--- config.mk ---
export PLATFORM = sky130hd
export DESIGN_NAME = thermostat_deadband_controller_core
export DESIGN_NICKNAME = d
export VERILOG_FILES = /design/src/rtl/tdc_pkg.sv /design/src/rtl/tdc_cfg_regs.sv /design/src/rtl/tdc_state_update.sv /design/src/rtl/tdc_average.sv /design/src/rtl/tdc_control_out.sv /design/src/rtl/thermostat_deadband_controller_core.sv
export SDC_FILE = /design/constraint.sdc
export NUM_CORES = 1
export LEC_CHECK = 0
export ABC_AREA = 0
export BUFFER_PORTS_ARGS = -buffer_cell sky130_fd_sc_hd__clkbuf_2
export CAP_MARGIN = 20
export CORE_UTILIZATION = 57
export CTS_CLUSTER_SIZE = 20
export DETAILED_ROUTE_END_ITERATION = 16
export GPL_TIMING_DRIVEN = 0
export HOLD_SLACK_MARGIN = 0.08
export PLACE_DENSITY = 0.81
export SLEW_MARGIN = 10
export SYNTH_ARGS = -nofsm -noshare
export SYNTH_HDL_FRONTEND = slang
export SYNTH_SLANG_ARGS = --single-unit
--- constraint.sdc ---
create_clock -name clock -period 5.25 [get_ports clock]
set_input_delay 0.2625 -clock clock [delete_from_list [all_inputs] [get_ports clock]]
set_output_delay 0.2625 -clock clock [all_outputs]
set_load 0.02 [all_outputs]
--- src/rtl/tdc_pkg.sv ---
package tdc_pkg;

   localparam int unsigned SETPOINT_W  = 7;
   localparam int unsigned STEP_W      = 4;
   localparam int unsigned DEADBAND_W  = 5;
   localparam int unsigned TIMEOUT_W   = 4;
   localparam int unsigned STORED_W    = 8;
   localparam int unsigned DISPLAY_W   = 9;
   localparam int unsigned KIND_W      = 2;
   localparam int unsigned CSR_ADDR_W  = 3;
   localparam int unsigned CSR_DATA_W  = 7;
   localparam int unsigned RSP_TDATA_W = 24;

   localparam int unsigned IDLE_MAX    = 15;
   localparam int unsigned DISPLAY_MAX = 511;
   localparam int unsigned AVG_SCALE   = 500;

   localparam logic [SETPOINT_W-1:0] RESET_MIN      = 7'd35;
   localparam logic [SETPOINT_W-1:0] RESET_MAX      = 7'd75;
   localparam logic [SETPOINT_W-1:0] RESET_DEFAULT  = 7'd60;
   localparam logic [STEP_W-1:0]     RESET_STEP     = 4'd5;
   localparam logic [DEADBAND_W-1:0] RESET_DEADBAND = 5'd5;
   localparam logic [TIMEOUT_W-1:0]  RESET_TIMEOUT  = 4'd5;
   localparam logic [SETPOINT_W-1:0] RESET_TARGET   = 7'd60;

   typedef enum logic [CSR_ADDR_W-1:0] {
      REG_SETPOINT_MIN     = 3'd0,
      REG_SETPOINT_MAX     = 3'd1,
      REG_SETPOINT_DEFAULT = 3'd2,
      REG_SETPOINT_STEP    = 3'd3,
      REG_DEADBAND         = 3'd4,
      REG_TIMEOUT_TICKS    = 3'd5
   } reg_index_type;

   typedef enum logic [KIND_W-1:0] {
      KIND_POWER  = 2'd0,
      KIND_BUTTON = 2'd1,
      KIND_ADC    = 2'd2,
      KIND_TICK   = 2'd3
   } kind_type;

   typedef struct packed {
      logic [SETPOINT_W-1:0] setpoint_min;
      logic [SETPOINT_W-1:0] setpoint_max;
      logic [SETPOINT_W-1:0] setpoint_default;
      logic [STEP_W-1:0]     setpoint_step;
      logic [DEADBAND_W-1:0] deadband;
      logic [TIMEOUT_W-1:0]  timeout_ticks;
   } cfg_type;

   // state after one transaction, as needed by the later stages
   typedef struct packed {
      logic                  powered;
      logic                  adjusting;
      logic                  blank;
      logic                  save;
      logic                  clear_run;
      logic                  tick;
      logic [SETPOINT_W-1:0] target;
   } snap_type;

   function automatic int unsigned full_scale(int unsigned adc_bits);
      return (32'd1 << adc_bits) - 32'd1;
   endfunction

   function automatic int unsigned sum_width(int unsigned adc_bits, int unsigned samples);
      return $clog2(full_scale(adc_bits) * samples + 1);
   endfunction

   function automatic int unsigned frac_shift(int unsigned adc_bits, int unsigned samples);
      return sum_width(adc_bits, samples) + $clog2(full_scale(adc_bits) * samples + 1);
   endfunction

   function automatic int unsigned recip_width(int unsigned adc_bits, int unsigned samples);
      return sum_width(adc_bits, samples) + 11;
   endfunction

endpackage

--- src/rtl/tdc_cfg_regs.sv ---
module tdc_cfg_regs (
   input  logic                                clock,
   input  logic                                reset,
   input  logic                                csr_wr_en,
   input  logic [tdc_pkg::CSR_ADDR_W-1:0]      csr_addr,
   input  logic [tdc_pkg::CSR_DATA_W-1:0]      csr_wr_data,
   output tdc_pkg::cfg_type                    cfg
);

   tdc_pkg::cfg_type cfg_ff, cfg_in;

   always_comb begin
      cfg_in = cfg_ff;
      if (csr_wr_en) begin
         unique case (tdc_pkg::reg_index_type'(csr_addr))
            tdc_pkg::REG_SETPOINT_MIN:     cfg_in.setpoint_min     = csr_wr_data;
            tdc_pkg::REG_SETPOINT_MAX:     cfg_in.setpoint_max     = csr_wr_data;
            tdc_pkg::REG_SETPOINT_DEFAULT: cfg_in.setpoint_default = csr_wr_data;
            tdc_pkg::REG_SETPOINT_STEP:    cfg_in.setpoint_step    = csr_wr_data[3:0];
            tdc_pkg::REG_DEADBAND:         cfg_in.deadband         = csr_wr_data[4:0];
            tdc_pkg::REG_TIMEOUT_TICKS:    cfg_in.timeout_ticks    = csr_wr_data[3:0];
            default: ;
         endcase
      end
   end

   always_ff @(posedge clock) begin
      if (reset) begin
         cfg_ff.setpoint_min     <= tdc_pkg::RESET_MIN;
         cfg_ff.setpoint_max     <= tdc_pkg::RESET_MAX;
         cfg_ff.setpoint_default <= tdc_pkg::RESET_DEFAULT;
         cfg_ff.setpoint_step    <= tdc_pkg::RESET_STEP;
         cfg_ff.deadband         <= tdc_pkg::RESET_DEADBAND;
         cfg_ff.timeout_ticks    <= tdc_pkg::RESET_TIMEOUT;
      end else begin
         cfg_ff <= cfg_in;
      end
   end

   assign cfg = cfg_ff;

endmodule

--- src/rtl/tdc_state_update.sv ---
module tdc_state_update #(
   parameter int unsigned SAMPLES_PER_AVERAGE = 10,
   parameter int unsigned ADC_BITS = 10,
   localparam int unsigned SUM_W = tdc_pkg::sum_width(ADC_BITS, SAMPLES_PER_AVERAGE)
) (
   input  logic                              clock,
   input  logic                              reset,
   input  tdc_pkg::cfg_type                  cfg,
   input  logic                              in_valid,
   output logic                              in_ready,
   input  tdc_pkg::kind_type                 in_kind,
   input  logic                              in_up,
   input  logic                              in_down,
   input  logic [ADC_BITS-1:0]               in_sample,
   input  logic [tdc_pkg::STORED_W-1:0]      in_stored,
   output logic                              out_valid,
   input  logic                              out_ready,
   output tdc_pkg::snap_type                 out_snap,
   output logic [SUM_W-1:0]                  out_sum
);

   localparam int unsigned IDX_W = $clog2(SAMPLES_PER_AVERAGE + 1);
   localparam logic [IDX_W-1:0] IDX_LAST = IDX_W'(SAMPLES_PER_AVERAGE - 1);
   localparam int unsigned SP_W = tdc_pkg::SETPOINT_W;

   // input register
   logic                          in_valid_ff;
   tdc_pkg::kind_type             kind_ff;
   logic                          up_ff, down_ff;
   logic [ADC_BITS-1:0]           sample_ff;
   logic [tdc_pkg::STORED_W-1:0]  stored_ff;

   // controller state
   logic                          powered_ff, powered_in;
   logic                          adjusting_ff, adjusting_in;
   logic [SP_W-1:0]               target_ff, target_in;
   logic [tdc_pkg::TIMEOUT_W-1:0] idle_ff, idle_in;
   logic [SUM_W-1:0]              run_sum_ff, run_sum_in;
   logic [IDX_W-1:0]              idx_ff, idx_in;
   logic [SUM_W-1:0]              latched_ff, latched_in;
   logic                          blank_ff, blank_in;

   logic                          out_valid_ff, out_valid_in;
   tdc_pkg::snap_type             snap_ff, snap_in;
   logic [SUM_W-1:0]              out_sum_ff;

   logic                          take;
   logic                          save_in;
   logic                          btn_adj;
   logic [SUM_W-1:0]              sum_next;
   logic [SP_W:0]                 target_up;
   logic [SP_W:0]                 down_floor;
   logic [tdc_pkg::TIMEOUT_W-1:0] idle_inc;

   assign take     = in_valid_ff && (!out_valid_ff || out_ready);
   assign in_ready = !in_valid_ff || take;

   always_comb begin
      powered_in   = powered_ff;
      adjusting_in = adjusting_ff;
      target_in    = target_ff;
      idle_in      = idle_ff;
      run_sum_in   = run_sum_ff;
      idx_in       = idx_ff;
      latched_in   = latched_ff;
      blank_in     = blank_ff;
      save_in      = 1'b0;

      sum_next   = run_sum_ff + SUM_W'(sample_ff);
      target_up  = {1'b0, target_ff} + {4'b0000, cfg.setpoint_step};
      down_floor = {1'b0, cfg.setpoint_min} + {4'b0000, cfg.setpoint_step};
      idle_inc   = (idle_ff < 4'(tdc_pkg::IDLE_MAX)) ? idle_ff + 4'd1 : idle_ff;
      btn_adj    = adjusting_ff || up_ff || down_ff;

      if (take) begin
         unique case (kind_ff)
            tdc_pkg::KIND_POWER: begin
               if (!powered_ff) begin
                  if (stored_ff < {1'b0, cfg.setpoint_min} ||
                      stored_ff > {1'b0, cfg.setpoint_max}) begin
                     target_in = cfg.setpoint_default;
                  end else begin
                     target_in = stored_ff[SP_W-1:0];
                  end
               end else begin
                  save_in = 1'b1;
               end
               powered_in   = !powered_ff;
               adjusting_in = 1'b0;
               idle_in      = '0;
               blank_in     = 1'b0;
               run_sum_in   = '0;
               idx_in       = '0;
            end
            tdc_pkg::KIND_BUTTON: begin
               if (powered_ff) begin
                  if (btn_adj && idle_ff < cfg.timeout_ticks) begin
                     adjusting_in = 1'b1;
                     if (up_ff) begin
                        if (target_ff < cfg.setpoint_max) begin
                           target_in = (target_up > {1'b0, cfg.setpoint_max}) ?
                                       cfg.setpoint_max : target_up[SP_W-1:0];
                        end
                        idle_in = '0;
                     end else if (down_ff) begin
                        if (target_ff > cfg.setpoint_min) begin
                           target_in = ({1'b0, target_ff} < down_floor) ?
                                       cfg.setpoint_min :
                                       target_ff - {3'b000, cfg.setpoint_step};
                        end
                        idle_in = '0;
                     end
                  end else if (btn_adj) begin
                     adjusting_in = 1'b0;
                     idle_in      = '0;
                     blank_in     = 1'b0;
                  end
               end
            end
            tdc_pkg::KIND_ADC: begin
               if (powered_ff) begin
                  if (idx_ff == IDX_LAST) begin
                     latched_in = sum_next;
                     run_sum_in = '0;
                     idx_in     = '0;
                  end else begin
                     run_sum_in = sum_next;
                     idx_in     = idx_ff + IDX_W'(1);
                  end
               end
            end
            tdc_pkg::KIND_TICK: begin
               if (powered_ff && adjusting_ff) begin
                  if (idle_inc >= cfg.timeout_ticks) begin
                     adjusting_in = 1'b0;
                     idle_in      = '0;
                     blank_in     = 1'b0;
                  end else begin
                     idle_in  = idle_inc;
                     blank_in = !blank_ff;
                  end
               end
            end
         endcase
      end

      snap_in.powered   = powered_in;
      snap_in.adjusting = adjusting_in;
      snap_in.blank     = blank_in;
      snap_in.save      = save_in;
      snap_in.clear_run = (kind_ff == tdc_pkg::KIND_POWER);
      snap_in.tick      = (kind_ff == tdc_pkg::KIND_TICK) && powered_ff;
      snap_in.target    = target_in;

      out_valid_in = take || (out_valid_ff && !out_ready);
   end

   always_ff @(posedge clock) begin
      if (reset) begin
         in_valid_ff  <= 1'b0;
         powered_ff   <= 1'b0;
         adjusting_ff <= 1'b0;
         target_ff    <= tdc_pkg::RESET_TARGET;
         idle_ff      <= '0;
         run_sum_ff   <= '0;
         idx_ff       <= '0;
         latched_ff   <= '0;
         blank_ff     <= 1'b0;
         out_valid_ff <= 1'b0;
      end else begin
         in_valid_ff  <= in_valid || (in_valid_ff && !take);
         powered_ff   <= powered_in;
         adjusting_ff <= adjusting_in;
         target_ff    <= target_in;
         idle_ff      <= idle_in;
         run_sum_ff   <= run_sum_in;
         idx_ff       <= idx_in;
         latched_ff   <= latched_in;
         blank_ff     <= blank_in;
         out_valid_ff <= out_valid_in;
      end
   end

   always_ff @(posedge clock) begin
      if (in_valid && in_ready) begin
         kind_ff   <= in_kind;
         up_ff     <= in_up;
         down_ff   <= in_down;
         sample_ff <= in_sample;
         stored_ff <= in_stored;
      end
      if (take) begin
         snap_ff    <= snap_in;
         out_sum_ff <= latched_in;
      end
   end

   assign out_valid = out_valid_ff;
   assign out_snap  = snap_ff;
   assign out_sum   = out_sum_ff;

endmodule

--- src/rtl/tdc_average.sv ---
module tdc_average #(
   parameter int unsigned SAMPLES_PER_AVERAGE = 10,
   parameter int unsigned ADC_BITS = 10,
   localparam int unsigned SUM_W = tdc_pkg::sum_width(ADC_BITS, SAMPLES_PER_AVERAGE),
   localparam int unsigned PROD_W = SUM_W + tdc_pkg::recip_width(ADC_BITS, SAMPLES_PER_AVERAGE)
) (
   input  logic                 clock,
   input  logic                 reset,
   input  logic                 in_valid,
   output logic                 in_ready,
   input  tdc_pkg::snap_type    in_snap,
   input  logic [SUM_W-1:0]     in_sum,
   output logic                 out_valid,
   input  logic                 out_ready,
   output tdc_pkg::snap_type    out_snap,
   output logic [PROD_W-1:0]    out_prod
);

   localparam int unsigned RECIP_W = tdc_pkg::recip_width(ADC_BITS, SAMPLES_PER_AVERAGE);
   localparam int unsigned FRAC_S  = tdc_pkg::frac_shift(ADC_BITS, SAMPLES_PER_AVERAGE);
   localparam logic [63:0] DIVISOR =
      64'(tdc_pkg::full_scale(ADC_BITS)) * 64'(SAMPLES_PER_AVERAGE);
   // ceil(500 * 2^FRAC_S / DIVISOR): floor of the product is the exact average
   localparam logic [63:0] RECIP64 =
      ((64'(tdc_pkg::AVG_SCALE) << FRAC_S) + DIVISOR - 64'd1) / DIVISOR;
   localparam logic [RECIP_W-1:0] RECIP = RECIP_W'(RECIP64);

   logic                valid_ff;
   tdc_pkg::snap_type   snap_ff;
   logic [PROD_W-1:0]   prod_ff, prod_in;
   logic                take;

   assign in_ready = !valid_ff || out_ready;
   assign take     = in_valid && in_ready;
   assign prod_in  = PROD_W'(in_sum) * PROD_W'(RECIP);

   always_ff @(posedge clock) begin
      if (reset) begin
         valid_ff <= 1'b0;
      end else begin
         valid_ff <= take || (valid_ff && !out_ready);
      end
   end

   always_ff @(posedge clock) begin
      if (take) begin
         snap_ff <= in_snap;
         prod_ff <= prod_in;
      end
   end

   assign out_valid = valid_ff;
   assign out_snap  = snap_ff;
   assign out_prod  = prod_ff;

endmodule

--- src/rtl/tdc_control_out.sv ---
module tdc_control_out #(
   parameter int unsigned SAMPLES_PER_AVERAGE = 10,
   parameter int unsigned ADC_BITS = 10,
   localparam int unsigned SUM_W = tdc_pkg::sum_width(ADC_BITS, SAMPLES_PER_AVERAGE),
   localparam int unsigned PROD_W = SUM_W + tdc_pkg::recip_width(ADC_BITS, SAMPLES_PER_AVERAGE)
) (
   input  logic                                  clock,
   input  logic                                  reset,
   input  logic [tdc_pkg::DEADBAND_W-1:0]        deadband,
   input  logic                                  in_valid,
   output logic                                  in_ready,
   input  tdc_pkg::snap_type                     in_snap,
   input  logic [PROD_W-1:0]                     in_prod,
   output logic                                  rsp_tvalid,
   input  logic                                  rsp_tready,
   output logic [tdc_pkg::RSP_TDATA_W-1:0]       rsp_tdata
);

   localparam int unsigned FRAC_S = tdc_pkg::frac_shift(ADC_BITS, SAMPLES_PER_AVERAGE);
   localparam int unsigned HI_W   = PROD_W - FRAC_S;
   localparam int unsigned DISP_W = tdc_pkg::DISPLAY_W;
   localparam logic [63:0] DIVISOR =
      64'(tdc_pkg::full_scale(ADC_BITS)) * 64'(SAMPLES_PER_AVERAGE);
   // fraction bits at or above this mean the average is not a whole number
   localparam logic [FRAC_S-1:0] FRAC_T =
      FRAC_S'(((64'd1 << FRAC_S) + DIVISOR - 64'd1) / DIVISOR);

   logic                                heating_ff, cooling_ff, led_ff;
   logic                                heat_in, cool_in, led_in;
   logic                                rsp_valid_ff;
   logic [tdc_pkg::RSP_TDATA_W-1:0]     rsp_data_ff, rsp_data_in;
   logic                                take;
   logic [HI_W-1:0]                     avg_hi;
   logic [DISP_W-1:0]                   avg;
   logic                                frac_nz;
   logic [DISP_W-1:0]                   t9, d9, band_lo, band_hi;
   logic [DISP_W-1:0]                   disp_value;
   logic                                pw;

   assign in_ready = !rsp_valid_ff || rsp_tready;
   assign take     = in_valid && in_ready;

   always_comb begin
      avg_hi  = in_prod[PROD_W-1:FRAC_S];
      avg     = (avg_hi > HI_W'(tdc_pkg::DISPLAY_MAX)) ?
                DISP_W'(tdc_pkg::DISPLAY_MAX) : avg_hi[DISP_W-1:0];
      frac_nz = (in_prod[FRAC_S-1:0] >= FRAC_T);
      pw      = in_snap.powered;

      t9      = DISP_W'(in_snap.target);
      d9      = DISP_W'(deadband);
      band_lo = t9 - d9;
      band_hi = t9 + d9;

      heat_in = pw && (t9 >= d9) && (avg < band_lo);
      cool_in = pw && !heat_in && ((avg > band_hi) || ((avg == band_hi) && frac_nz));

      led_in = led_ff;
      if (in_snap.clear_run) begin
         led_in = 1'b0;
      end else if (in_snap.tick) begin
         if (cooling_ff) begin
            led_in = 1'b1;
         end else if (heating_ff) begin
            led_in = !led_ff;
         end
      end

      disp_value = in_snap.adjusting ? t9 : avg;

      rsp_data_in = {1'b0,
                     in_snap.target,
                     in_snap.save,
                     pw && in_snap.adjusting,
                     pw ? disp_value : {DISP_W{1'b0}},
                     pw && !(in_snap.adjusting && in_snap.blank),
                     pw && led_in,
                     pw,
                     cool_in,
                     heat_in};
   end

   always_ff @(posedge clock) begin
      if (reset) begin
         heating_ff   <= 1'b0;
         cooling_ff   <= 1'b0;
         led_ff       <= 1'b0;
         rsp_valid_ff <= 1'b0;
      end else begin
         if (take) begin
            heating_ff <= heat_in;
            cooling_ff <= cool_in;
            led_ff     <= led_in;
         end
         rsp_valid_ff <= take || (rsp_valid_ff && !rsp_tready);
      end
   end

   always_ff @(posedge clock) begin
      if (take) begin
         rsp_data_ff <= rsp_data_in;
      end
   end

   assign rsp_tvalid = rsp_valid_ff;
   assign rsp_tdata  = rsp_data_ff;

endmodule

--- src/rtl/thermostat_deadband_controller_core.sv ---
// Heater/cooler thermostat with deadband, one result transaction per request transaction.
// req channel: tuser = kind (power press, button sample, adc sample, tick);
//   tdata carries the buttons, the ADC conversion and the stored setpoint byte.
// rsp channel: relay drives, LEDs, display enable and value, setting mode,
//   save request and the setpoint to save.
// csr port: single-cycle register writes, only while no transaction is in flight; the
// user must keep to this, the block does not check it. Pipeline: input register, state
// update, average multiply, control/output register; rsp_tvalid comes from the last.
// Throughput is one transaction per clock unless the rsp side stalls. Controller state
// updates happen in the single state-update stage (LED and relay state in the output
// stage), so back-to-back requests see each other's results. The average uses one
// constant-reciprocal multiply, registered before the deadband compares.
// Each stage holds while the stage after it is full, so a stalled rsp side
// fills the pipeline bubbles first and then drops req_tready.
// Reset clears all valids, switches the controller off, loads the default
// register values and sets the setpoint to 60.
module thermostat_deadband_controller_core #(
   parameter int unsigned SAMPLES_PER_AVERAGE = 10,
   parameter int unsigned ADC_BITS = 10,
   localparam int unsigned REQ_TDATA_W = ((ADC_BITS + 10 + 7) / 8) * 8
) (
   input  logic                                  clock,
   input  logic                                  reset,
   input  logic                                  req_tvalid,
   output logic                                  req_tready,
   // up_pressed, down_pressed, adc_sample, stored_setpoint
   input  logic [REQ_TDATA_W-1:0]                req_tdata,
   // req_type
   input  logic [tdc_pkg::KIND_W-1:0]            req_tuser,
   output logic                                  rsp_tvalid,
   input  logic                                  rsp_tready,
   // heater_on, cooler_on, power_led, status_led, display_on, display_value,
   // setting_active, save_request, save_value
   output logic [tdc_pkg::RSP_TDATA_W-1:0]       rsp_tdata,
   input  logic                                  csr_wr_en,
   input  logic [tdc_pkg::CSR_ADDR_W-1:0]        csr_addr,
   input  logic [tdc_pkg::CSR_DATA_W-1:0]        csr_wr_data
);

   localparam int unsigned SUM_W  = tdc_pkg::sum_width(ADC_BITS, SAMPLES_PER_AVERAGE);
   localparam int unsigned PROD_W = SUM_W + tdc_pkg::recip_width(ADC_BITS, SAMPLES_PER_AVERAGE);

   tdc_pkg::cfg_type                 cfg;
   logic                             s1_valid, s1_ready;
   tdc_pkg::snap_type                s1_snap;
   logic [SUM_W-1:0]                 s1_sum;
   logic                             s2_valid, s2_ready;
   tdc_pkg::snap_type                s2_snap;
   logic [PROD_W-1:0]                s2_prod;

   tdc_cfg_regs u_cfg (
      .clock       (clock),
      .reset       (reset),
      .csr_wr_en   (csr_wr_en),
      .csr_addr    (csr_addr),
      .csr_wr_data (csr_wr_data),
      .cfg         (cfg)
   );

   tdc_state_update #(
      .SAMPLES_PER_AVERAGE (SAMPLES_PER_AVERAGE),
      .ADC_BITS            (ADC_BITS)
   ) u_state (
      .clock     (clock),
      .reset     (reset),
      .cfg       (cfg),
      .in_valid  (req_tvalid),
      .in_ready  (req_tready),
      .in_kind   (tdc_pkg::kind_type'(req_tuser)),
      .in_up     (req_tdata[0]),
      .in_down   (req_tdata[1]),
      .in_sample (req_tdata[ADC_BITS+1:2]),
      .in_stored (req_tdata[ADC_BITS+9:ADC_BITS+2]),
      .out_valid (s1_valid),
      .out_ready (s1_ready),
      .out_snap  (s1_snap),
      .out_sum   (s1_sum)
   );

   tdc_average #(
      .SAMPLES_PER_AVERAGE (SAMPLES_PER_AVERAGE),
      .ADC_BITS            (ADC_BITS)
   ) u_avg (
      .clock     (clock),
      .reset     (reset),
      .in_valid  (s1_valid),
      .in_ready  (s1_ready),
      .in_snap   (s1_snap),
      .in_sum    (s1_sum),
      .out_valid (s2_valid),
      .out_ready (s2_ready),
      .out_snap  (s2_snap),
      .out_prod  (s2_prod)
   );

   tdc_control_out #(
      .SAMPLES_PER_AVERAGE (SAMPLES_PER_AVERAGE),
      .ADC_BITS            (ADC_BITS)
   ) u_ctrl (
      .clock      (clock),
      .reset      (reset),
      .deadband   (cfg.deadband),
      .in_valid   (s2_valid),
      .in_ready   (s2_ready),
      .in_snap    (s2_snap),
      .in_prod    (s2_prod),
      .rsp_tvalid (rsp_tvalid),
      .rsp_tready (rsp_tready),
      .rsp_tdata  (rsp_tdata)
   );

endmodule

Word level (Yosys, flattened, before mapping)
Cells that the tools add are included. W data, S select, Z words.

Add/subtract/negate cells: 8. Multipliers: 1. $lt $le $gt $ge: 14. Equal/unequal tests: 15. Mux-type cells: 54. Bitwise operators: 1. Reductions and logical operators: 58.

Operator list (count): $mux W14 (6); $mux W7 (12); $mux W4 (10); $mul A14 B24 Y38 const B (1); $ge A28 B15 Y1 const B (1); $pmux W14 S2 (1); $logic_and A1 B1 Y1 (20); $mux W1 (19); $add A7 B4 Y8 (2); $gt A8 B7 Y1 (2); $add A14 B10 Y14 (1); $pmux W7 S2 (1); $logic_not A1 Y1 (13); $logic_or A1 B1 Y1 (12); $pmux W4 S3 (1); $reduce_and A2 Y1 (6); $gt A10 B9 Y1 const B (1); $eq A9 B8 Y1 (1); $gt A9 B8 Y1 (1); $lt A9 B9 Y1 (1); $mux W9 (1); $add A4 B1 Y4 const B (2); $add A7 B5 Y8 (1); $lt A7 B8 Y1 (1); other kinds (28) (34).

Register bits after elaboration: 210. Input bits: 41. Output and inout bits: 26. Logic and storage cells: 196.

Depth between registers and ports, before layout
Word-level depth: 10. Depth in mapped cells: 20. Mapped depth without buffers: 20.

By module
From an unflattened synthesis, not the netlist that was laid out.

Cell total of the unflattened synthesis: 1616. Area total of the unflattened synthesis: 16007.9 um2.

Modules (own cells, without submodules): tdc_state_update (instances 1, cells an instance 683, area each 6422.4 um2, seq. area each 2432.3 um2); tdc_average (instances 1, cells an instance 596, area each 6127.1 um2, seq. area each 1551.5 um2); tdc_control_out (instances 1, cells an instance 202, area each 2057.0 um2, seq. area each 770.7 um2); tdc_cfg_regs (instances 1, cells an instance 135, area each 1401.3 um2, seq. area each 680.7 um2).

Least setup slack after synthesis
Ideal clock, no wire load.

Kind: reg-to-reg. Start point: register u_state.out_sum_ff[12], in the netlist u_state.out_sum[12]. End point: register u_avg.prod_ff[35], in the netlist u_avg.out_prod[35], data pin. Library setup time: 139 ps. Arrival time: 5193 ps. Required time: 5111 ps. Slack: -83 ps. Cell stages (with the launch flop): 21. Buffers on the path: 0. Period minus slack after synthesis: 5333 ps. Path through: edfxtp_1 > inv_1 > ha_1 > inv_1 > ha_1 > fa_1 > inv_1 > fa_1 > fa_1 > inv_1 > ha_1 > ha_1 > nand4_1 > nor2_1 > or4b_4 > a41oi_2 > a311oi_2 > o21ai_2 > a31oi_2 > or4_1 > nand4b_1.

Word-level cells in the longest chain between the ends: 1.

RTL lines: start, declared (line tdc_state_update.sv:45) `logic [SUM_W-1:0] out_sum_ff;`; start signal, assigned (line tdc_state_update.sv:194) `out_sum_ff <= latched_in;`; $mul A14 B24 Y38 (line tdc_average.sv:35) `assign prod_in = PROD_W'(in_sum) * PROD_W'(RECIP);`; named net u_avg.prod_in[35] (line tdc_average.sv:30) `logic [PROD_W-1:0] prod_ff, prod_in;`; end signal, assigned (line tdc_average.sv:48) `prod_ff <= prod_in;`; end, declared (line tdc_average.sv:30).

The timed path passes the listed nets, and every way through them passes these cells. A chain may end at the register's enable or synchronous reset.

Worst setup path after layout
Start point: register u_state.out_sum_ff[13], in the netlist u_state.out_sum[13]. End point: register u_avg.prod_ff[35], in the netlist u_avg.out_prod[35], data pin.

The elaborated chain is that of the path after synthesis.

==> flow_summary.toml <==
[outcome]
status = "finished with violations"
violations = "setup timing"

[logic_synthesis]
synth-compound-area-share_pct = 13.37
synth_enable_flop_cells = 123
synth.distinct_cells = 75
synth_common_cells = "ha_1 (235), inv_1 (180), nor2_1 (127)"
ys.flop_type = "edfxtp_1"
synth_top_area_share_pct = 24.42
ys_warn_count = 0
synth_area_leader_cell = "edfxtp_1"
ys_ff_latch = 210
ys_seq_area_share_pct = 35.93
avgSynthCellArea_um2 = 10.15
synthAdderAreaFrac_pct = 26.45
synth_top_family_by_area = "adder cells"
synth.area.top_cells = "edfxtp_1 (24%), ha_1 (19%), dfxtp_1 (12%)"
synthSimpleGateAreaFrac_pct = 11.68
syn_nets = 1820
netlist_area_um2 = 15130
muxShareOfSynthArea_pct = 3.309
synth_xor_area_share_pct = 3.763
async_flop_share_pct = 0
netlist_instances = 1491
yosysMostFrequentCell = "ha_1"

[floorplan]
core_um2 = 26060
start_util_pct = 58.05
die_area_um2 = 27190
die_h_um = 164.9
die_w_um = 164.9
io_pins = 67
core.rowCount = 59

[cells_and_area]
drive_gt1_share_pct = 14.27
area_growth_pct = 17.46
fin_nets = 1972
final_area_um2 = 17770
stdcell_count = 1997
fin_util_pct = 68.19
fillCellCount = 1860

[timing]
fin_skew_ps = 15.86
fin_crit_sh_pct = 104.5
worst_pin_slew_ps = 903.8
relSlewSlack_pct = 39.60
setup_violations = 8
final.min_clock_period_ps = 5487
tns_ps = -1361
rsz0062_at_grt = "true"
max_freq_mhz = 182.3
holdWs_ps = 104.8
hold_viol = 0
fin_ws_ps = -236.8
finalMaxSlewViolations = 0

[power]
p_per_area_nw_per_um2 = 303.3
sw_frac_of_total_pct = 30.69
fin_total_pwr_mw = 5.389
vdd_ir_drop_max_mv = 0.3395
seq_power_share_pct = 35.4
clkPwrFrac_pct = 33.3
power_switching_mw = 1.654
p_int_mw = 3.735
leakagePower_nw = 7.867
combPwrFrac_pct = 31.3

[global_routing]
grt_pass1_wl_um = 57120
grt.total_usage_pct = 26.88
grt_overflow = 0
grt_pass1_vias = 11620
grt_max_degree = 37
antenna_found_initial = 1

[clock_tree]
cts_tree = "done"
clk_pin_slew_ps = 70
htreeDepth = 1
clockBufferDepth = 3
cts_sinks = 210
clk_latency_ps = 530
cts_made_buffers = 24
clockRootBuffer = "clkbuf_16"

[routing]
routed_wl_um = 36490
antenna_left = 0
wl_per_cell_um = 18.27
vias = 11700
viasPerCell = 5.859
drt_pass1_iterations = 8
drt_iter0_markers = 806
drc = 0

[critical_path]
cp_cell_sequence = "buf_6, ha_4, ha_4, fa_1, inv_2, fa_1, inv_2, ha_4, inv_2, fa_1, inv_2, ha_4, nand4_1, nor2_2, or4b_4, a41oi_4, a311oi_4, o21ai_2, a31oi_4, buf_6, buf_6, nand4b_1, nand4b_1"
crit_path_start_kind = "register"
slowest_delay_ps = 540
crit_path_end_kind = "register"
r2r_slack_ps = -240
criticalPathCategory = "reg2reg"
crit_fanout = 3
arrival_ps = 5760
slowest_stage = "fa_1"
cp.required_ps = 5530

[placed_design]
port_buffers = 58
placed_cells = 1886
place_congestion = 0.9659
pre_cts_ws_ps = -650.3
place_area_um2 = 15900
hpwlAfterDp_um = 25980

[worst_hold_path]
hold_path_class = "in2reg"

[flow_run]
cap_viol_max_count = 0
[layout make-up]
cell class,instances,area (um^2),share of cell area (%)
multi-input cells,1062,9311,52.40
flip-flops and latches,210,5435,30.59
repair buffers,127,920.9,5.183
clock buffers,35,725.7,4.084
inverters,182,683.2,3.845
well taps,335,419.2,2.359
plain buffers,36,142.6,0.8028
clock inverters,9,127.6,0.7183
diodes,1,2.502,0.01408
[power groups by stage]
stage	registers [mW]	logic, mW	clock network, mW
2_1_floorplan	1.93	1.04	0
3_3_place_gp	1.94	1.29	0
3_5_place_dp	1.94	1.34	0
4_1_cts	1.91	1.51	1.82
5_1_grt	1.91	1.84	1.88
6_report	1.91	1.69	1.79
[kinds of logic (layout without fill, tap and decap cells)]
logic type                 count (synthesis)  count (layout)
and+or+nand+nor                          360             360
AOI/OAI and AO/OA                        300             300
adders and majority gates                288             288
buffers and inverters                    219             389
DFF                                      210             210
xor gates and xnor gates                  65              65
muxes                                     48              48
other                                      1               2
[sequential cells by signal (all words and copies together) (netlist names), 2 cells and up]
name,flops
u_avg.out_prod,38
u_avg.out_snap,13
u_cfg.cfg,34
u_ctrl.rsp_tdata,23
u_state.idle_ff,4
u_state.idx_ff,4
u_state.kind_ff,2
u_state.latched_ff,14
u_state.out_snap,13
u_state.out_sum,14
u_state.run_sum_ff,14
u_state.sample_ff,10
u_state.stored_ff,8
u_state.target_ff,7
[cells in the final DEF (no fill, tap or decap), types with 8 or more instances in the layout]
cell type	synthesis	layout
a22oi_1	15	15
nand4_1	15	15
buf_4	1	32
fa_1	53	49
a211oi_1	13	12
or2_2	13	13
o21ai_0	42	37
clkbuf_1	31	35
nor3_1	31	29
clkbuf_2	0	59
a21o_1	34	34
o21bai_1	14	14
nor2_1	127	125
o21a_1	15	15
nor2b_1	41	41
clkbuf_16	0	27
inv_1	180	168
a21oi_1	87	85
o211ai_1	8	8
mux2i_1	32	32
mux2_2	16	16
ha_4	0	24
xor2_1	20	20
xnor2_1	45	45
dlygate4sd3_1	0	29
nand3_1	26	26
ha_1	235	208
dfxtp_1	87	87
edfxtp_1	123	123
nand2b_1	12	12
a211o_1	20	20
inv_2	1	13
nand2_1	59	57
[timing repair]
item	CTS	global route
gates cloned	0	0
endpoints found under the hold margin	36	0
hold buffers	29	0
resized for setup	32	45
setup endpoints to repair	14	13
pin swaps	25	38
buffers inserted	27	11
[worst max-delay path: cells and delay by family (launching register included)]
family	cells	cell delay, ps
simple gates	5	980
compound gates	4	720
buf+inv	7	600
flops	1	450
fa+ha+maj	7	2480
[path summary, 6_finish.rpt]
check                      startpoint            endpoint  cells past startpoint
hold / removal         csr_wr_data[3]       u_cfg.cfg[16]                      2
hold reg to reg   u_state.out_snap[4]   u_avg.out_snap[4]                      0
setup reg to reg  u_state.out_sum[13]  u_avg.out_prod[35]                     23
setup / recovery  u_state.out_sum[13]  u_avg.out_prod[35]                     23
[routing by layer]
metal	share of wire [%]	global-route usage [%]
met1	42	33.53
met2	48	46.37
met3	5.5	3.692
met4	4.3	11.59
met5	0	0
No activity file was read; power rests on OpenSTA's default activity.
